[src/dsbb_pkg.sv]
// Shared types and constants for the dual sample block buffer.
// Used by every module of the block; depends on nothing.
`timescale 1ns / 1ps
`default_nettype none

package dsbb_pkg;

    // Defaults for the top-level parameters
    localparam int RING_DEPTH_DEF  = 64;
    localparam int SAMPLE_BITS_DEF = 16;

    // Depth of the command queue between front and back
    localparam int QUEUE_DEPTH = 4;

    // Fixed field widths of the ports
    localparam int VALUE_W = 16;
    localparam int LEN_W   = 7;

    // Opcodes of an input transaction
    localparam logic OP_STORE = 1'b0;
    localparam logic OP_FLUSH = 1'b1;

    // Configuration register indexes
    localparam logic CFG_NOTIFY_ENABLE = 1'b0;
    localparam logic CFG_BLOCK_SIZE    = 1'b1;

    typedef struct packed {
        logic               opcode;
        logic               channel;
        logic [VALUE_W-1:0] sample_value;
    } t_in;

    typedef struct packed {
        logic               out_channel;
        logic [VALUE_W-1:0] out_sample;
        logic [LEN_W-1:0]   block_length;
        logic               last;
    } t_out;

    typedef struct packed {
        logic             notify_enable;
        logic [LEN_W-1:0] block_size;
    } t_cfg;

    typedef struct packed {
        logic full;
        logic empty;
    } t_q_status;

    typedef enum logic {
        BK_IDLE,
        BK_DRAIN
    } t_back_state;

endpackage

`default_nettype wire

[src/dsbb_queue.sv]
// Small command FIFO between the front and back of the block buffer.
// Depends on dsbb_pkg for the status struct.
`timescale 1ns / 1ps
`default_nettype none

module dsbb_queue #(
    parameter int WIDTH = 8,
    parameter int DEPTH = 4
) (
    input  wire logic                  i_clk,
    input  wire logic                  i_rst_n,
    input  wire logic                  i_push,
    input  wire logic [WIDTH-1:0]      i_push_data,
    input  wire logic                  i_pop,
    output logic [WIDTH-1:0]           o_pop_data,
    output dsbb_pkg::t_q_status        o_status
);
    import dsbb_pkg::*;

    localparam int PTR_W = (DEPTH > 1) ? $clog2(DEPTH) : 1;
    localparam int CNT_W = $clog2(DEPTH + 1);

    logic [WIDTH-1:0] r_slot [DEPTH];
    logic [PTR_W-1:0] r_wr;
    logic [PTR_W-1:0] r_rd;
    logic [CNT_W-1:0] r_cnt;
    logic [PTR_W-1:0] n_wr;
    logic [PTR_W-1:0] n_rd;

    always_comb begin
        n_wr = (r_wr == PTR_W'(DEPTH - 1)) ? '0 : r_wr + 1'b1;
        n_rd = (r_rd == PTR_W'(DEPTH - 1)) ? '0 : r_rd + 1'b1;
    end

    always_ff @(posedge i_clk) begin
        if (!i_rst_n) begin
            r_wr  <= '0;
            r_rd  <= '0;
            r_cnt <= '0;
        end else begin
            if (i_push) begin
                r_wr <= n_wr;
            end
            if (i_pop) begin
                r_rd <= n_rd;
            end
            if (i_push && !i_pop) begin
                r_cnt <= r_cnt + 1'b1;
            end else if (i_pop && !i_push) begin
                r_cnt <= r_cnt - 1'b1;
            end
        end
    end

    always_ff @(posedge i_clk) begin
        if (i_push) begin
            r_slot[r_wr] <= i_push_data;
        end
    end

    assign o_pop_data     = r_slot[r_rd];
    assign o_status.full  = (r_cnt == CNT_W'(DEPTH));
    assign o_status.empty = (r_cnt == '0);

endmodule

`default_nettype wire

[src/dsbb_front.sv]
// Front end: takes input transactions, keeps ring pointers and fill counts,
// and turns each store into a command for the back end. Depends on dsbb_pkg.
`timescale 1ns / 1ps
`default_nettype none

module dsbb_front #(
    parameter  int RING_DEPTH  = dsbb_pkg::RING_DEPTH_DEF,
    parameter  int SAMPLE_BITS = dsbb_pkg::SAMPLE_BITS_DEF,
    localparam int PTR_W       = $clog2(RING_DEPTH),
    localparam int CNT_W       = $clog2(RING_DEPTH + 1),
    localparam int CMD_W       = 2 + 2 * PTR_W + SAMPLE_BITS + CNT_W
) (
    input  wire logic                 i_clk,
    input  wire logic                 i_rst_n,
    input  wire dsbb_pkg::t_cfg       i_cfg,
    input  wire logic                 i_in_valid,
    input  wire dsbb_pkg::t_in        i_in_data,
    output logic                      o_in_stall,
    output logic                      o_push,
    output logic [CMD_W-1:0]          o_cmd,
    input  wire dsbb_pkg::t_q_status  i_q_status
);
    import dsbb_pkg::*;

    typedef struct packed {
        logic                   ch;
        logic [PTR_W-1:0]       wptr;
        logic [SAMPLE_BITS-1:0] data;
        logic                   drain;
        logic [PTR_W-1:0]       rptr;
        logic [CNT_W-1:0]       len;
    } t_cmd;

    function automatic logic [PTR_W-1:0] ptr_next(input logic [PTR_W-1:0] p);
        return (p == PTR_W'(RING_DEPTH - 1)) ? '0 : p + 1'b1;
    endfunction

    logic [PTR_W-1:0] r_wp  [2];
    logic [PTR_W-1:0] r_rp  [2];
    logic [CNT_W-1:0] r_cnt [2];

    logic             w_accept;
    logic             w_ch;
    logic             w_full;
    logic             w_drain;
    logic [PTR_W-1:0] n_wp;
    logic [PTR_W-1:0] w_rp_start;
    logic [CNT_W-1:0] w_cnt_inc;
    t_cmd             w_cmd;

    assign o_in_stall = i_q_status.full;
    assign w_accept   = i_in_valid && !i_q_status.full;
    assign w_ch       = i_in_data.channel;

    always_comb begin
        w_full     = (r_cnt[w_ch] == CNT_W'(RING_DEPTH));
        n_wp       = ptr_next(r_wp[w_ch]);
        // A full ring drops its oldest sample, so the head moves with the tail
        w_rp_start = w_full ? ptr_next(r_rp[w_ch]) : r_rp[w_ch];
        w_cnt_inc  = w_full ? r_cnt[w_ch] : r_cnt[w_ch] + 1'b1;
        w_drain    = i_cfg.notify_enable && (LEN_W'(w_cnt_inc) >= i_cfg.block_size);

        w_cmd.ch    = w_ch;
        w_cmd.wptr  = r_wp[w_ch];
        w_cmd.data  = SAMPLE_BITS'(i_in_data.sample_value);
        w_cmd.drain = w_drain;
        w_cmd.rptr  = w_rp_start;
        w_cmd.len   = w_cnt_inc;
    end

    assign o_push = w_accept && (i_in_data.opcode == OP_STORE);
    assign o_cmd  = w_cmd;

    always_ff @(posedge i_clk) begin
        if (!i_rst_n) begin
            for (int k = 0; k < 2; k++) begin
                r_wp[k]  <= '0;
                r_rp[k]  <= '0;
                r_cnt[k] <= '0;
            end
        end else if (w_accept) begin
            unique case (i_in_data.opcode)
                OP_FLUSH: begin
                    for (int k = 0; k < 2; k++) begin
                        r_wp[k]  <= '0;
                        r_rp[k]  <= '0;
                        r_cnt[k] <= '0;
                    end
                end
                OP_STORE: begin
                    r_wp[w_ch] <= n_wp;
                    // After a drain the ring is empty: head meets tail
                    r_rp[w_ch]  <= w_drain ? n_wp : w_rp_start;
                    r_cnt[w_ch] <= w_drain ? '0 : w_cnt_inc;
                end
                default: begin
                end
            endcase
        end
    end

endmodule

`default_nettype wire

[src/dsbb_back.sv]
// Back end: owns the sample memory, writes stored samples and drains blocks
// to the output register, a sample per cycle unless stalled. Uses dsbb_pkg.
`timescale 1ns / 1ps
`default_nettype none

module dsbb_back #(
    parameter  int RING_DEPTH  = dsbb_pkg::RING_DEPTH_DEF,
    parameter  int SAMPLE_BITS = dsbb_pkg::SAMPLE_BITS_DEF,
    localparam int PTR_W       = $clog2(RING_DEPTH),
    localparam int CNT_W       = $clog2(RING_DEPTH + 1),
    localparam int CMD_W       = 2 + 2 * PTR_W + SAMPLE_BITS + CNT_W
) (
    input  wire logic                 i_clk,
    input  wire logic                 i_rst_n,
    input  wire logic [CMD_W-1:0]     i_cmd,
    input  wire dsbb_pkg::t_q_status  i_q_status,
    output logic                      o_pop,
    output logic                      o_out_valid,
    input  wire logic                 i_out_stall,
    output dsbb_pkg::t_out            o_out_data
);
    import dsbb_pkg::*;

    typedef struct packed {
        logic                   ch;
        logic [PTR_W-1:0]       wptr;
        logic [SAMPLE_BITS-1:0] data;
        logic                   drain;
        logic [PTR_W-1:0]       rptr;
        logic [CNT_W-1:0]       len;
    } t_cmd;

    localparam int MEM_DEPTH = 2 << PTR_W;

    t_cmd                   w_cmd;
    t_back_state            r_state;
    t_back_state            n_state;
    logic                   w_load;
    logic                   w_out_free;

    logic [SAMPLE_BITS-1:0] r_mem [MEM_DEPTH];
    logic [SAMPLE_BITS-1:0] r_rd_data;

    logic                   r_ch;
    logic [PTR_W-1:0]       r_rp;
    logic [CNT_W-1:0]       r_left;
    logic [CNT_W-1:0]       r_len;
    logic                   r_out_valid;
    logic                   r_out_ch;
    logic [LEN_W-1:0]       r_out_len;
    logic                   r_out_last;

    logic                   n_out_valid;
    logic [PTR_W-1:0]       n_rp;

    assign w_cmd      = i_cmd;
    assign w_out_free = !r_out_valid || !i_out_stall;
    assign n_rp       = (r_rp == PTR_W'(RING_DEPTH - 1)) ? '0 : r_rp + 1'b1;

    // Next state
    always_comb begin
        n_state = r_state;
        unique case (r_state)
            BK_IDLE: begin
                if (!i_q_status.empty && w_cmd.drain) begin
                    n_state = BK_DRAIN;
                end
            end
            BK_DRAIN: begin
                if (w_out_free && (r_left == CNT_W'(1))) begin
                    n_state = BK_IDLE;
                end
            end
            default: n_state = BK_IDLE;
        endcase
    end

    // State outputs
    always_comb begin
        o_pop  = 1'b0;
        w_load = 1'b0;
        unique case (r_state)
            BK_IDLE:  o_pop  = !i_q_status.empty;
            BK_DRAIN: w_load = w_out_free;
            default: begin
            end
        endcase
    end

    always_comb begin
        if (w_load) begin
            n_out_valid = 1'b1;
        end else if (!i_out_stall) begin
            n_out_valid = 1'b0;
        end else begin
            n_out_valid = r_out_valid;
        end
    end

    always_ff @(posedge i_clk) begin
        if (!i_rst_n) begin
            r_state     <= BK_IDLE;
            r_out_valid <= 1'b0;
            r_left      <= '0;
        end else begin
            r_state     <= n_state;
            r_out_valid <= n_out_valid;
            if (o_pop && w_cmd.drain) begin
                r_left <= w_cmd.len;
            end else if (w_load) begin
                r_left <= r_left - 1'b1;
            end
        end
    end

    always_ff @(posedge i_clk) begin
        if (o_pop && w_cmd.drain) begin
            r_ch  <= w_cmd.ch;
            r_rp  <= w_cmd.rptr;
            r_len <= w_cmd.len;
        end else if (w_load) begin
            r_rp <= n_rp;
        end
        if (w_load) begin
            r_out_ch   <= r_ch;
            r_out_len  <= LEN_W'(r_len);
            r_out_last <= (r_left == CNT_W'(1));
        end
    end

    // Sample memory: one write port, one registered read port
    always_ff @(posedge i_clk) begin
        if (o_pop) begin
            r_mem[{w_cmd.ch, w_cmd.wptr}] <= w_cmd.data;
        end
        if (w_load) begin
            r_rd_data <= r_mem[{r_ch, r_rp}];
        end
    end

    assign o_out_valid             = r_out_valid;
    assign o_out_data.out_channel  = r_out_ch;
    assign o_out_data.out_sample   = VALUE_W'(r_rd_data);
    assign o_out_data.block_length = r_out_len;
    assign o_out_data.last         = r_out_last;

endmodule

`default_nettype wire

[src/dual_sample_block_buffer_top.sv]
// Top level of the dual sample block buffer: config registers, front end,
// command queue and back end. Depends on dsbb_pkg, dsbb_front, dsbb_queue, dsbb_back.
`timescale 1ns / 1ps
`default_nettype none

//  Channel  | Direction | Handshake                  | Payload
//  ---------+-----------+----------------------------+-----------------------
//  in       | input     | i_in_valid / o_in_stall    | i_in_data   (t_in)
//  out      | output    | o_out_valid / i_out_stall  | o_out_data  (t_out)
//  cfg      | input     | i_cfg_we (no wait)         | i_cfg_index, i_cfg_data
//
// The front end takes one transaction per cycle while the 4-entry command
// queue has room. The back end pops each store and writes its sample to the
// memory; a drain of n samples then follows, one sample per cycle while the
// output is not stalled, through the single read port of the sample memory.
// The back end pops no new command while it drains. Flushes are handled in
// the front end and never enter the queue.
// Reset is synchronous and active low; it clears pointers, counts, queue and
// config registers. Sample memory contents are not reset.
// Output stalls hold the output register and back the queue up; the input
// stall rises only when the queue is full.

module dual_sample_block_buffer_top #(
    parameter int RING_DEPTH  = dsbb_pkg::RING_DEPTH_DEF,
    parameter int SAMPLE_BITS = dsbb_pkg::SAMPLE_BITS_DEF
) (
    input  wire logic                        i_clk,
    input  wire logic                        i_rst_n,
    // configuration write port
    input  wire logic                        i_cfg_we,
    input  wire logic                        i_cfg_index,
    input  wire logic [dsbb_pkg::LEN_W-1:0]  i_cfg_data,
    // input transactions
    input  wire logic                        i_in_valid,
    output logic                             o_in_stall,
    input  wire dsbb_pkg::t_in               i_in_data,
    // output transactions
    output logic                             o_out_valid,
    input  wire logic                        i_out_stall,
    output dsbb_pkg::t_out                   o_out_data
);
    import dsbb_pkg::*;

    localparam int PTR_W = $clog2(RING_DEPTH);
    localparam int CNT_W = $clog2(RING_DEPTH + 1);
    // command: channel, write pointer, sample, drain flag, read pointer, length
    localparam int CMD_W = 2 + 2 * PTR_W + SAMPLE_BITS + CNT_W;

    // Config registers; the user writes them only while the block is idle, unchecked
    t_cfg r_cfg;

    always_ff @(posedge i_clk) begin
        if (!i_rst_n) begin
            r_cfg.notify_enable <= 1'b0;
            r_cfg.block_size    <= '0;
        end else if (i_cfg_we) begin
            unique case (i_cfg_index)
                CFG_NOTIFY_ENABLE: r_cfg.notify_enable <= i_cfg_data[0];
                CFG_BLOCK_SIZE:    r_cfg.block_size    <= i_cfg_data;
                default: begin
                end
            endcase
        end
    end

    logic             w_push;
    logic             w_pop;
    logic [CMD_W-1:0] w_push_cmd;
    logic [CMD_W-1:0] w_pop_cmd;
    t_q_status        w_q_status;

    // Front end: bookkeeping of both rings, one command per store
    dsbb_front #(
        .RING_DEPTH  (RING_DEPTH),
        .SAMPLE_BITS (SAMPLE_BITS)
    ) u_front (
        .i_clk      (i_clk),
        .i_rst_n    (i_rst_n),
        .i_cfg      (r_cfg),
        .i_in_valid (i_in_valid),
        .i_in_data  (i_in_data),
        .o_in_stall (o_in_stall),
        .o_push     (w_push),
        .o_cmd      (w_push_cmd),
        .i_q_status (w_q_status)
    );

    // Decouples the front end from output stalls
    dsbb_queue #(
        .WIDTH (CMD_W),
        .DEPTH (QUEUE_DEPTH)
    ) u_queue (
        .i_clk       (i_clk),
        .i_rst_n     (i_rst_n),
        .i_push      (w_push),
        .i_push_data (w_push_cmd),
        .i_pop       (w_pop),
        .o_pop_data  (w_pop_cmd),
        .o_status    (w_q_status)
    );

    // Back end: memory writes and block drains, in command order
    dsbb_back #(
        .RING_DEPTH  (RING_DEPTH),
        .SAMPLE_BITS (SAMPLE_BITS)
    ) u_back (
        .i_clk       (i_clk),
        .i_rst_n     (i_rst_n),
        .i_cmd       (w_pop_cmd),
        .i_q_status  (w_q_status),
        .o_pop       (w_pop),
        .o_out_valid (o_out_valid),
        .i_out_stall (i_out_stall),
        .o_out_data  (o_out_data)
    );

    // Never push into a full queue
    a_no_push_full: assert property (@(posedge i_clk) disable iff (!i_rst_n)
        !(w_push && w_q_status.full))
        else $error("command pushed into a full queue");

    // Queue status flags stay consistent
    a_q_flags: assert property (@(posedge i_clk) disable iff (!i_rst_n)
        !(w_q_status.full && w_q_status.empty))
        else $error("queue reports full and empty at once");

    // A delivered sample always belongs to a non-empty block
    a_len_nonzero: assert property (@(posedge i_clk) disable iff (!i_rst_n)
        o_out_valid |-> (o_out_data.block_length != '0))
        else $error("output with zero block length");

    // Pops only happen with something in the queue
    a_no_pop_empty: assert property (@(posedge i_clk) disable iff (!i_rst_n)
        w_pop |-> !w_q_status.empty)
        else $error("command popped from an empty queue");

endmodule

`default_nettype wire

[config.mk]
export PLATFORM = sky130hd
export DESIGN_NAME = dual_sample_block_buffer_top
export DESIGN_NICKNAME = d
export VERILOG_FILES = /design/src/dsbb_pkg.sv /design/src/dsbb_queue.sv /design/src/dsbb_front.sv /design/src/dsbb_back.sv /design/src/dual_sample_block_buffer_top.sv
export SDC_FILE = /design/constraint.sdc
export NUM_CORES = 2
export LEC_CHECK = 0
export BUFFER_PORTS_ARGS = -buffer_cell sky130_fd_sc_hd__buf_2
export CAP_MARGIN = 5
export CELL_PAD_IN_SITES_DETAIL_PLACEMENT = 1
export CELL_PAD_IN_SITES_GLOBAL_PLACEMENT = 2
export CORE_MARGIN = 1
export CORE_UTILIZATION = 45
export CTS_CLUSTER_DIAMETER = 50
export DETAILED_ROUTE_END_ITERATION = 16
export PLACE_DENSITY = 0.8
export RECOVER_POWER = 50
export SETUP_SLACK_MARGIN = 0.2
export SLEW_MARGIN = 0
export SYNTH_ARGS = -nofsm -noshare
export SYNTH_HDL_FRONTEND = slang
export SYNTH_SLANG_ARGS = --single-unit
export TNS_END_PERCENT = 10
[constraint.sdc]
create_clock -name i_clk -period 3.5 [get_ports i_clk]
set_input_delay 0.175 -clock i_clk [delete_from_list [all_inputs] [get_ports i_clk]]
set_output_delay 0.175 -clock i_clk [all_outputs]
set_load 0.005 [all_outputs]
# Word-level counts from Yosys, hierarchy flattened
# Memory sizes are Yosys's and may differ from the RTL's. A register that Yosys moved wholly into a read port is not among the register bits.
# Cells that the tools add are included.
op_classes:
  n_lt_le_gt_ge: 1
  reduce_logical: 23
  n_eq_ne: 9
  mux: 52
  bitwise_logic: 9
  addsub: 9
op_table:
  columns: ["op", "count"]
  rows:
  - ["$mux W6", 13]
  - ["$mux W7", 7]
  - ["$mux W1", 25]
  - ["$add A6 B1 Y6 const B", 3]
  - ["$eq A6 B6 Y1 const B", 3]
  - ["$reduce_or A6 Y1", 2]
  - ["$logic_and A1 B1 Y1", 8]
  - ["$mux W2", 4]
  - ["$add A7 B1 Y7 const B", 1]
  - ["$eq A7 B1 Y1 const B", 1]
  - ["$eq A7 B7 Y1 const B", 1]
  - ["$ge A7 B7 Y1", 1]
  - ["$reduce_or A7 Y1", 1]
  - ["$sub A7 B1 Y7 const B", 1]
  - ["$logic_not A1 Y1", 6]
  - ["$mux W3", 2]
  - ["$or A1 B1 Y1", 6]
  - ["$add A2 B1 Y2 const B", 2]
  - ["$eq A2 B2 Y1 const B", 2]
  - ["$reduce_and A2 Y1", 2]
  - ["$reduce_bool A2 Y1", 2]
  - ["$add A3 B1 Y3 const B", 1]
  - ["$eq A3 B3 Y1 const B", 1]
  - ["$logic_not A3 Y1", 1]
  - ["other kinds (5)", 7]
totals:
  ram_bits: 2234
  regBits: 47
  mem_count: 5
memory_table:
  columns: ["memory", "depth", "width", "read_ports", "rd_clocked_by_memory_dff", "wr", "line_no", "source"]
  rows:
  - ["u_back.r_mem", 128, 16, 1, 1, 1, "dsbb_back.sv:41", "logic [SAMPLE_BITS-1:0] r_mem [MEM_DEPTH];"]
  - ["u_queue.r_slot", 4, 37, 1, 1, 1, "dsbb_queue.sv:23", "logic [WIDTH-1:0] r_slot [DEPTH];"]
  - ["u_front.r_cnt", 2, 7, 1, 0, 2, "dsbb_front.sv:40", "logic [CNT_W-1:0] r_cnt [2];"]
  - ["u_front.r_rp", 2, 6, 1, 0, 2, "dsbb_front.sv:39", "logic [PTR_W-1:0] r_rp [2];"]
  - ["u_front.r_wp", 2, 6, 1, 0, 2, "dsbb_front.sv:38", "logic [PTR_W-1:0] r_wp [2];"]

# Logic depth before layout (Yosys ltp)
logic_depth:
  ltp_word: 8
  depth_mapped: 17
  ltp_nobuf: 13

# Modules after synthesis
# Synthesis repeated with hierarchy kept, for this count alone.
unflattened:
  hier_cells: 3717
  hier_area_um2: 88728.8
by_module_without_submodules:
  columns: ["module", "area_each_um2", "seq_area_each_um2", "n_inst", "cells_per_inst"]
  rows:
  - ["dsbb_back", 79989.2, 62850.3, 1, 3191]
  - ["dsbb_queue", 5853.1, 4624.4, 1, 237]
  - ["dsbb_front", 2573.7, 1141.1, 1, 254]
  - ["dual_sample_block_buffer_top", 312.8, 160.2, 1, 35]

# Least setup slack after synthesis
# Ideal clock, no wire load.
synth_path:
  path_kind: "input -> register"
  start: "in i_in_data[16] (netlist name)"
  end: "mem u_front.r_rp[1][1] (netlist name), data pin"
  arrival_time_ns: 3.172
  setup_time_ns: 0.270
  stages: 17
  path_slack_ns: 0.058
  n_path_buf: 5
  path_cell_list: "buf_2 > buf_2 > buf_2 > mux2i_1 > ha_1 > o21ai_0 > clkbuf_1 > xnor2_1 > ha_1 > nand2b_1 > a21o_1 > a21oi_1 > o21ai_0 > a21oi_1 > clkbuf_1 > or3_1 > a21oi_1"
synth_rtl:
  columns: ["element", "line_no", "source"]
  rows:
  - ["start: declaration", "dual_sample_block_buffer_top.sv:36", "input wire dsbb_pkg::t_in i_in_data,"]
  - ["end: declaration", "dsbb_front.sv:39", null]

# Worst setup path after layout
layout_path:
  start: "reg u_queue.r_cnt[0]"
  end: "mem u_back.r_mem[66][4] (netlist name), enable pin"
layout_between:
  elab_chain_len: 5
layout_rtl:
  columns: ["element", "line_no", "source"]
  rows:
  - ["start: declaration", "dsbb_queue.sv:26", "logic [CNT_W-1:0] r_cnt;"]
  - ["start signal: assignment", "dsbb_queue.sv:48", "r_cnt <= r_cnt + 1'b1;"]
  - ["start signal: assignment", "dsbb_queue.sv:50", "r_cnt <= r_cnt - 1'b1;"]
  - ["$logic_not A3 Y1", "dsbb_queue.sv:63", "assign o_status.empty = (r_cnt == '0);"]
  - ["$logic_not A1 Y1", "dsbb_back.sv:83", "BK_IDLE: o_pop = !i_q_status.empty;"]
  - ["$mux W1", "dsbb_back.sv:82", "unique case (r_state)"]
  - ["$mux W1", "dsbb_back.sv:133", "if (o_pop) begin"]
  - ["$mux W1 (implied by the code)", "dsbb_back.sv:134", "r_mem[{w_cmd.ch, w_cmd.wptr}] <= w_cmd.data;"]
  - ["end: declaration", "dsbb_back.sv:41", null]
# No other way between the ends.

==> impl_metrics.py <==
metrics = {
    "run_status": {
        "status": "finished with violations",
        "violations": "max-capacitance violations, max-slew violations",
    },
    "drt": {
        "wl_per_cell_um": 31.25,
        "antenna_left": 0,
        "vias": 45720,
        "via_per_inst": 6.017,
        "drt-total-wl_mm": 237.4,
        "drt_first_pass_iters": 5,
        "drt_iter0_drc": 4836,
        "drcViolationCount": 0,
    },
    "logic_synthesis": {
        "syn_inst": 4338,
        "synth_edf_count": 2273,
        "synthFlopType": "edfxtp_1",
        "yosys_warnings": 0,
        "synth.avg_cell_area_um2": 20.59,
        "synth.net_count": 4390,
        "synth_area_mm2": 0.08931,
        "ys_ff_latch": 2299,
        "synth_async_sr_flop_share_pct": 0,
        "yosys.cell_types.count": 59,
        "yosysSeqAreaShare_pct": 77.01,
    },
    "die": {
        "die-width_um": 447.5,
        "dieArea_mm2": 0.2002,
        "core_area_mm2": 0.1972,
        "start_util_pct": 45.28,
        "num_io_pins": 58,
        "chipHeight_um": 447.5,
        "num_rows": 163,
    },
    "pwr": {
        "switching_power_mw": 28.43,
        "ir_drop_mv": 0.5905,
        "comb_power_share_pct": 31.4,
        "total_leakage_power_nw": 33.23,
        "intPower_mw": 58.90,
        "power.density_mw_per_mm2": 848.3,
        "pwr-share-seq_pct": 40.2,
        "swShare_pct": 32.56,
        "clkPwrFrac_pct": 28.5,
    },
    "timing": {
        "max_freq_mhz": 295.8,
        "finalCriticalPeriod_ps": 3380,
        "tightest_slew_ps": 1874,
        "setup_viol": 0,
        "post-route-period-util_pct": 96.58,
        "maxSlewHeadroom_pct": -24.94,
        "hold_viol": 0,
        "rsz0062_at_grt": "yes",
        "slew_viol_final": 1242,
        "skew_ps": 77.34,
        "setup_tns_ps": 0,
    },
    "layout": {
        "area_delta_synth_final_pct": 15.28,
        "fin_util_pct": 52.20,
        "fillerInstances": 17490,
        "drive_gt1_share_pct": 23.87,
        "layout.nets": 4813,
        "fin_cells": 7598,
    },
    "min_path": {
        "hp-class": "in2reg",
        "min_path_cells": 2,
        "holdCritStartpoint": "i_in_data[10]",
        "holdPathEnd": "u_queue.r_slot[3][24]",
    },
    "global_routing": {
        "grt_max_degree": 129,
        "antenna_found_initial": 5,
        "grt_use_total_pct": 23.64,
        "grt_pass1_wl_mm": 339.9,
        "overflow": 0,
        "first_global_vias": 47850,
    },
    "critical_path": {
        "path_cells": "nor3_1 -> or2_0 -> nor2_1 -> nand2_1 -> buf_4 -> nor2_1 -> buf_4",
        "cpMaxStageDelayCell": "nor2_1",
        "r2r_setup_slack_ps": 120,
        "reg2reg_to": "u_back.r_mem[66][4]",
        "path_class": "reg2reg",
        "crit_buf_inv": 2,
        "timing.rr.start": "u_queue.r_cnt[0]",
        "critPathMaxFanout": 16,
        "cp_data_required_time_ps": 4030,
        "start_kind": "flip-flop",
        "critical-path-top-delay-family": "simple AND/OR/NAND/NOR gates",
        "cp_slowest_stage_delay_ps": 570,
        "r2r_cells": 7,
        "critPathArrivalTime_ps": 3910,
        "endpoint_kind": "flip-flop",
    },
    "clocking": {
        "clk-insertion-delay-late_ps": 880,
        "clk_pin_slew_ps": 70,
        "cts.sinks": 2299,
        "htreeDepth": 4,
        "tritoncts": "yes",
        "root_buffer": "clkbuf_16",
        "cts_made_buffers": 224,
        "clk_path_buf_depth": 3,
    },
    "placement": {
        "place_congestion": 0.8209,
        "place_inst": 7122,
        "dp_hpwl_mm": 136.2,
        "numPortBuffers": 57,
    },
    "flow_run": {
        "cap_violations": 10,
    },
}
==> cell usage in the layout, fill, tap and decap left out, types with 31 or more instances in the layout <==
master,instances
edfxtp_1,2273
mux4_2,451
mux2i_1,318
buf_4,244
clkbuf_16,227
nor2_1,187
o22ai_1,120
a21oi_1,114
nand2_1,98
clkbuf_1,76
nor3_1,63
clkinv_1,60
buf_12,52
dlygate4sd3_1,50
nor2b_1,45
o21ai_0,38
a22oi_1,34
clkinv_2,33
inv_1,31
bufinv_16,31
==> cell families after synthesis <==
group           synth area share (%)
mux                            15.39
flops                          77.01
fa+ha+maj                     0.3026
compound gates                 3.009
buf+inv                        1.509
xor+xnor                      0.1569
simple gates                   2.621
==> worst max path at each step <==
stage	from	to	depth (start not counted)
6_report	u_queue.r_cnt[0]	u_back.r_mem[66][4]	7
5_1_grt	u_front.r_cnt[1][3]	u_front.r_rp[0][1]	14
4_1_cts	u_back.r_rp[0]	u_back.r_rd_data[10]	12
3_5_place_dp	u_front.r_cnt[0][2]	u_front.r_cnt[1][4]	12
2_1_floorplan	i_in_data[16]	u_front.r_cnt[1][4]	17
3_3_place_gp	u_front.r_cnt[0][2]	u_front.r_cnt[1][5]	12
==> cell type report <==
type	count	area (um2)	share of cell area (%)
antenna	2	5.005	0.004861
sequential	2299	68780	66.81
inverter	33	123.9	0.1203
clock inverter	163	1800	1.749
clock buffer	258	5797	5.631
tap	2640	3303	3.208
timing repair buffer	442	3840	3.730
multi-input combinational	1761	19300	18.75
==> cells in the mapped netlist (17+ instances only) <==
cell type	number	area, um2
dfxtp_1	26	520.5
mux2i_1	319	3193
ha_1	20	250.2
a21oi_1	120	600.6
clkbuf_1	124	465.5
mux4_2	463	10430
nor2b_1	45	281.5
nor3_1	64	320.3
a22oi_1	34	255.2
buf_1	23	86.33
o22ai_1	120	750.7
buf_4	34	255.2
nand2b_1	21	131.4
inv_1	31	116.4
nor2_1	195	732.0
o21ai_0	40	200.2
o21ai_1	17	85.08
nand2_1	100	375.4
buf_2	48	240.2
nand3_1	24	120.1
edfxtp_1	2273	68260
==> power by group through the flow <==
stage	clock (mW)	sequential [mW]	combinational, mW
floorplan	0	35.2	16.2
global placement	0	35.3	26.7
detailed placement	0	35.4	27.5
CTS	25.2	34.8	27.8
global route	26.0	35.1	28.6
finish	24.9	35.1	27.4
==> flip-flops by register name, summed over array words and instances, names as in the netlist, named ones only <==
| register | cells |
|---|---|
| u_front.r_rp | 12 |
| u_back.r_out_last | 1 |
| u_back.r_rd_data | 16 |
| u_back.r_left | 7 |
| u_back.r_ch | 1 |
| u_front.r_wp | 12 |
| u_back.r_mem | 2048 |
| u_back.r_len | 7 |
| u_queue.r_cnt | 3 |
| u_queue.r_wr | 2 |
| u_back.r_out_len | 7 |
| u_back.r_state | 1 |
| u_queue.r_slot | 148 |
| u_front.r_cnt | 14 |
| u_queue.r_rd | 2 |
| u_back.r_out_ch | 1 |
| u_back.o_out_valid | 1 |
| u_back.r_rp | 6 |
| r_cfg | 8 |
==> per-layer routing <==
metal / track usage, % / share of wire [%] / vias to the layer above
met3: 3.869 / 7.1 / 412
met2: 38.85 / 49 / 1988
met5: 0 / 0.011 / -
met4: 8.083 / 3.7 / 4
li1: - / - / 18800
met1: 32.13 / 40 / 24510
==> stage by stage <==
| step | hold slack, ps | setup WS [ps] | total power, mW | cell area (um2) |
|---|---|---|---|---|
| after floorplan | 273.9 | 169.4 | 51.38 | 89320 |
| after global placement | 385.9 | -338.7 | 62.06 | 95120 |
| after detailed placement | 398.7 | -349.7 | 62.87 | 95120 |
| after CTS | 1.005 | 162.1 | 87.78 | 103200 |
| after global routing | 137.8 | 57.39 | 89.76 | 102900 |
| final | 124.6 | 119.6 | 87.33 | 103000 |
==> what timing repair did <==
item | CTS | global route
setup buffers | 0 | 2
hold buffers | 50 | 0
endpoints found under the hold margin | 108 | 0
setup endpoints to repair | 29 | 74
resized for setup | 8 | 14
pin swaps | 1 | 5
cloned | 0 | 1
Power figures use the tool's default switching activity.
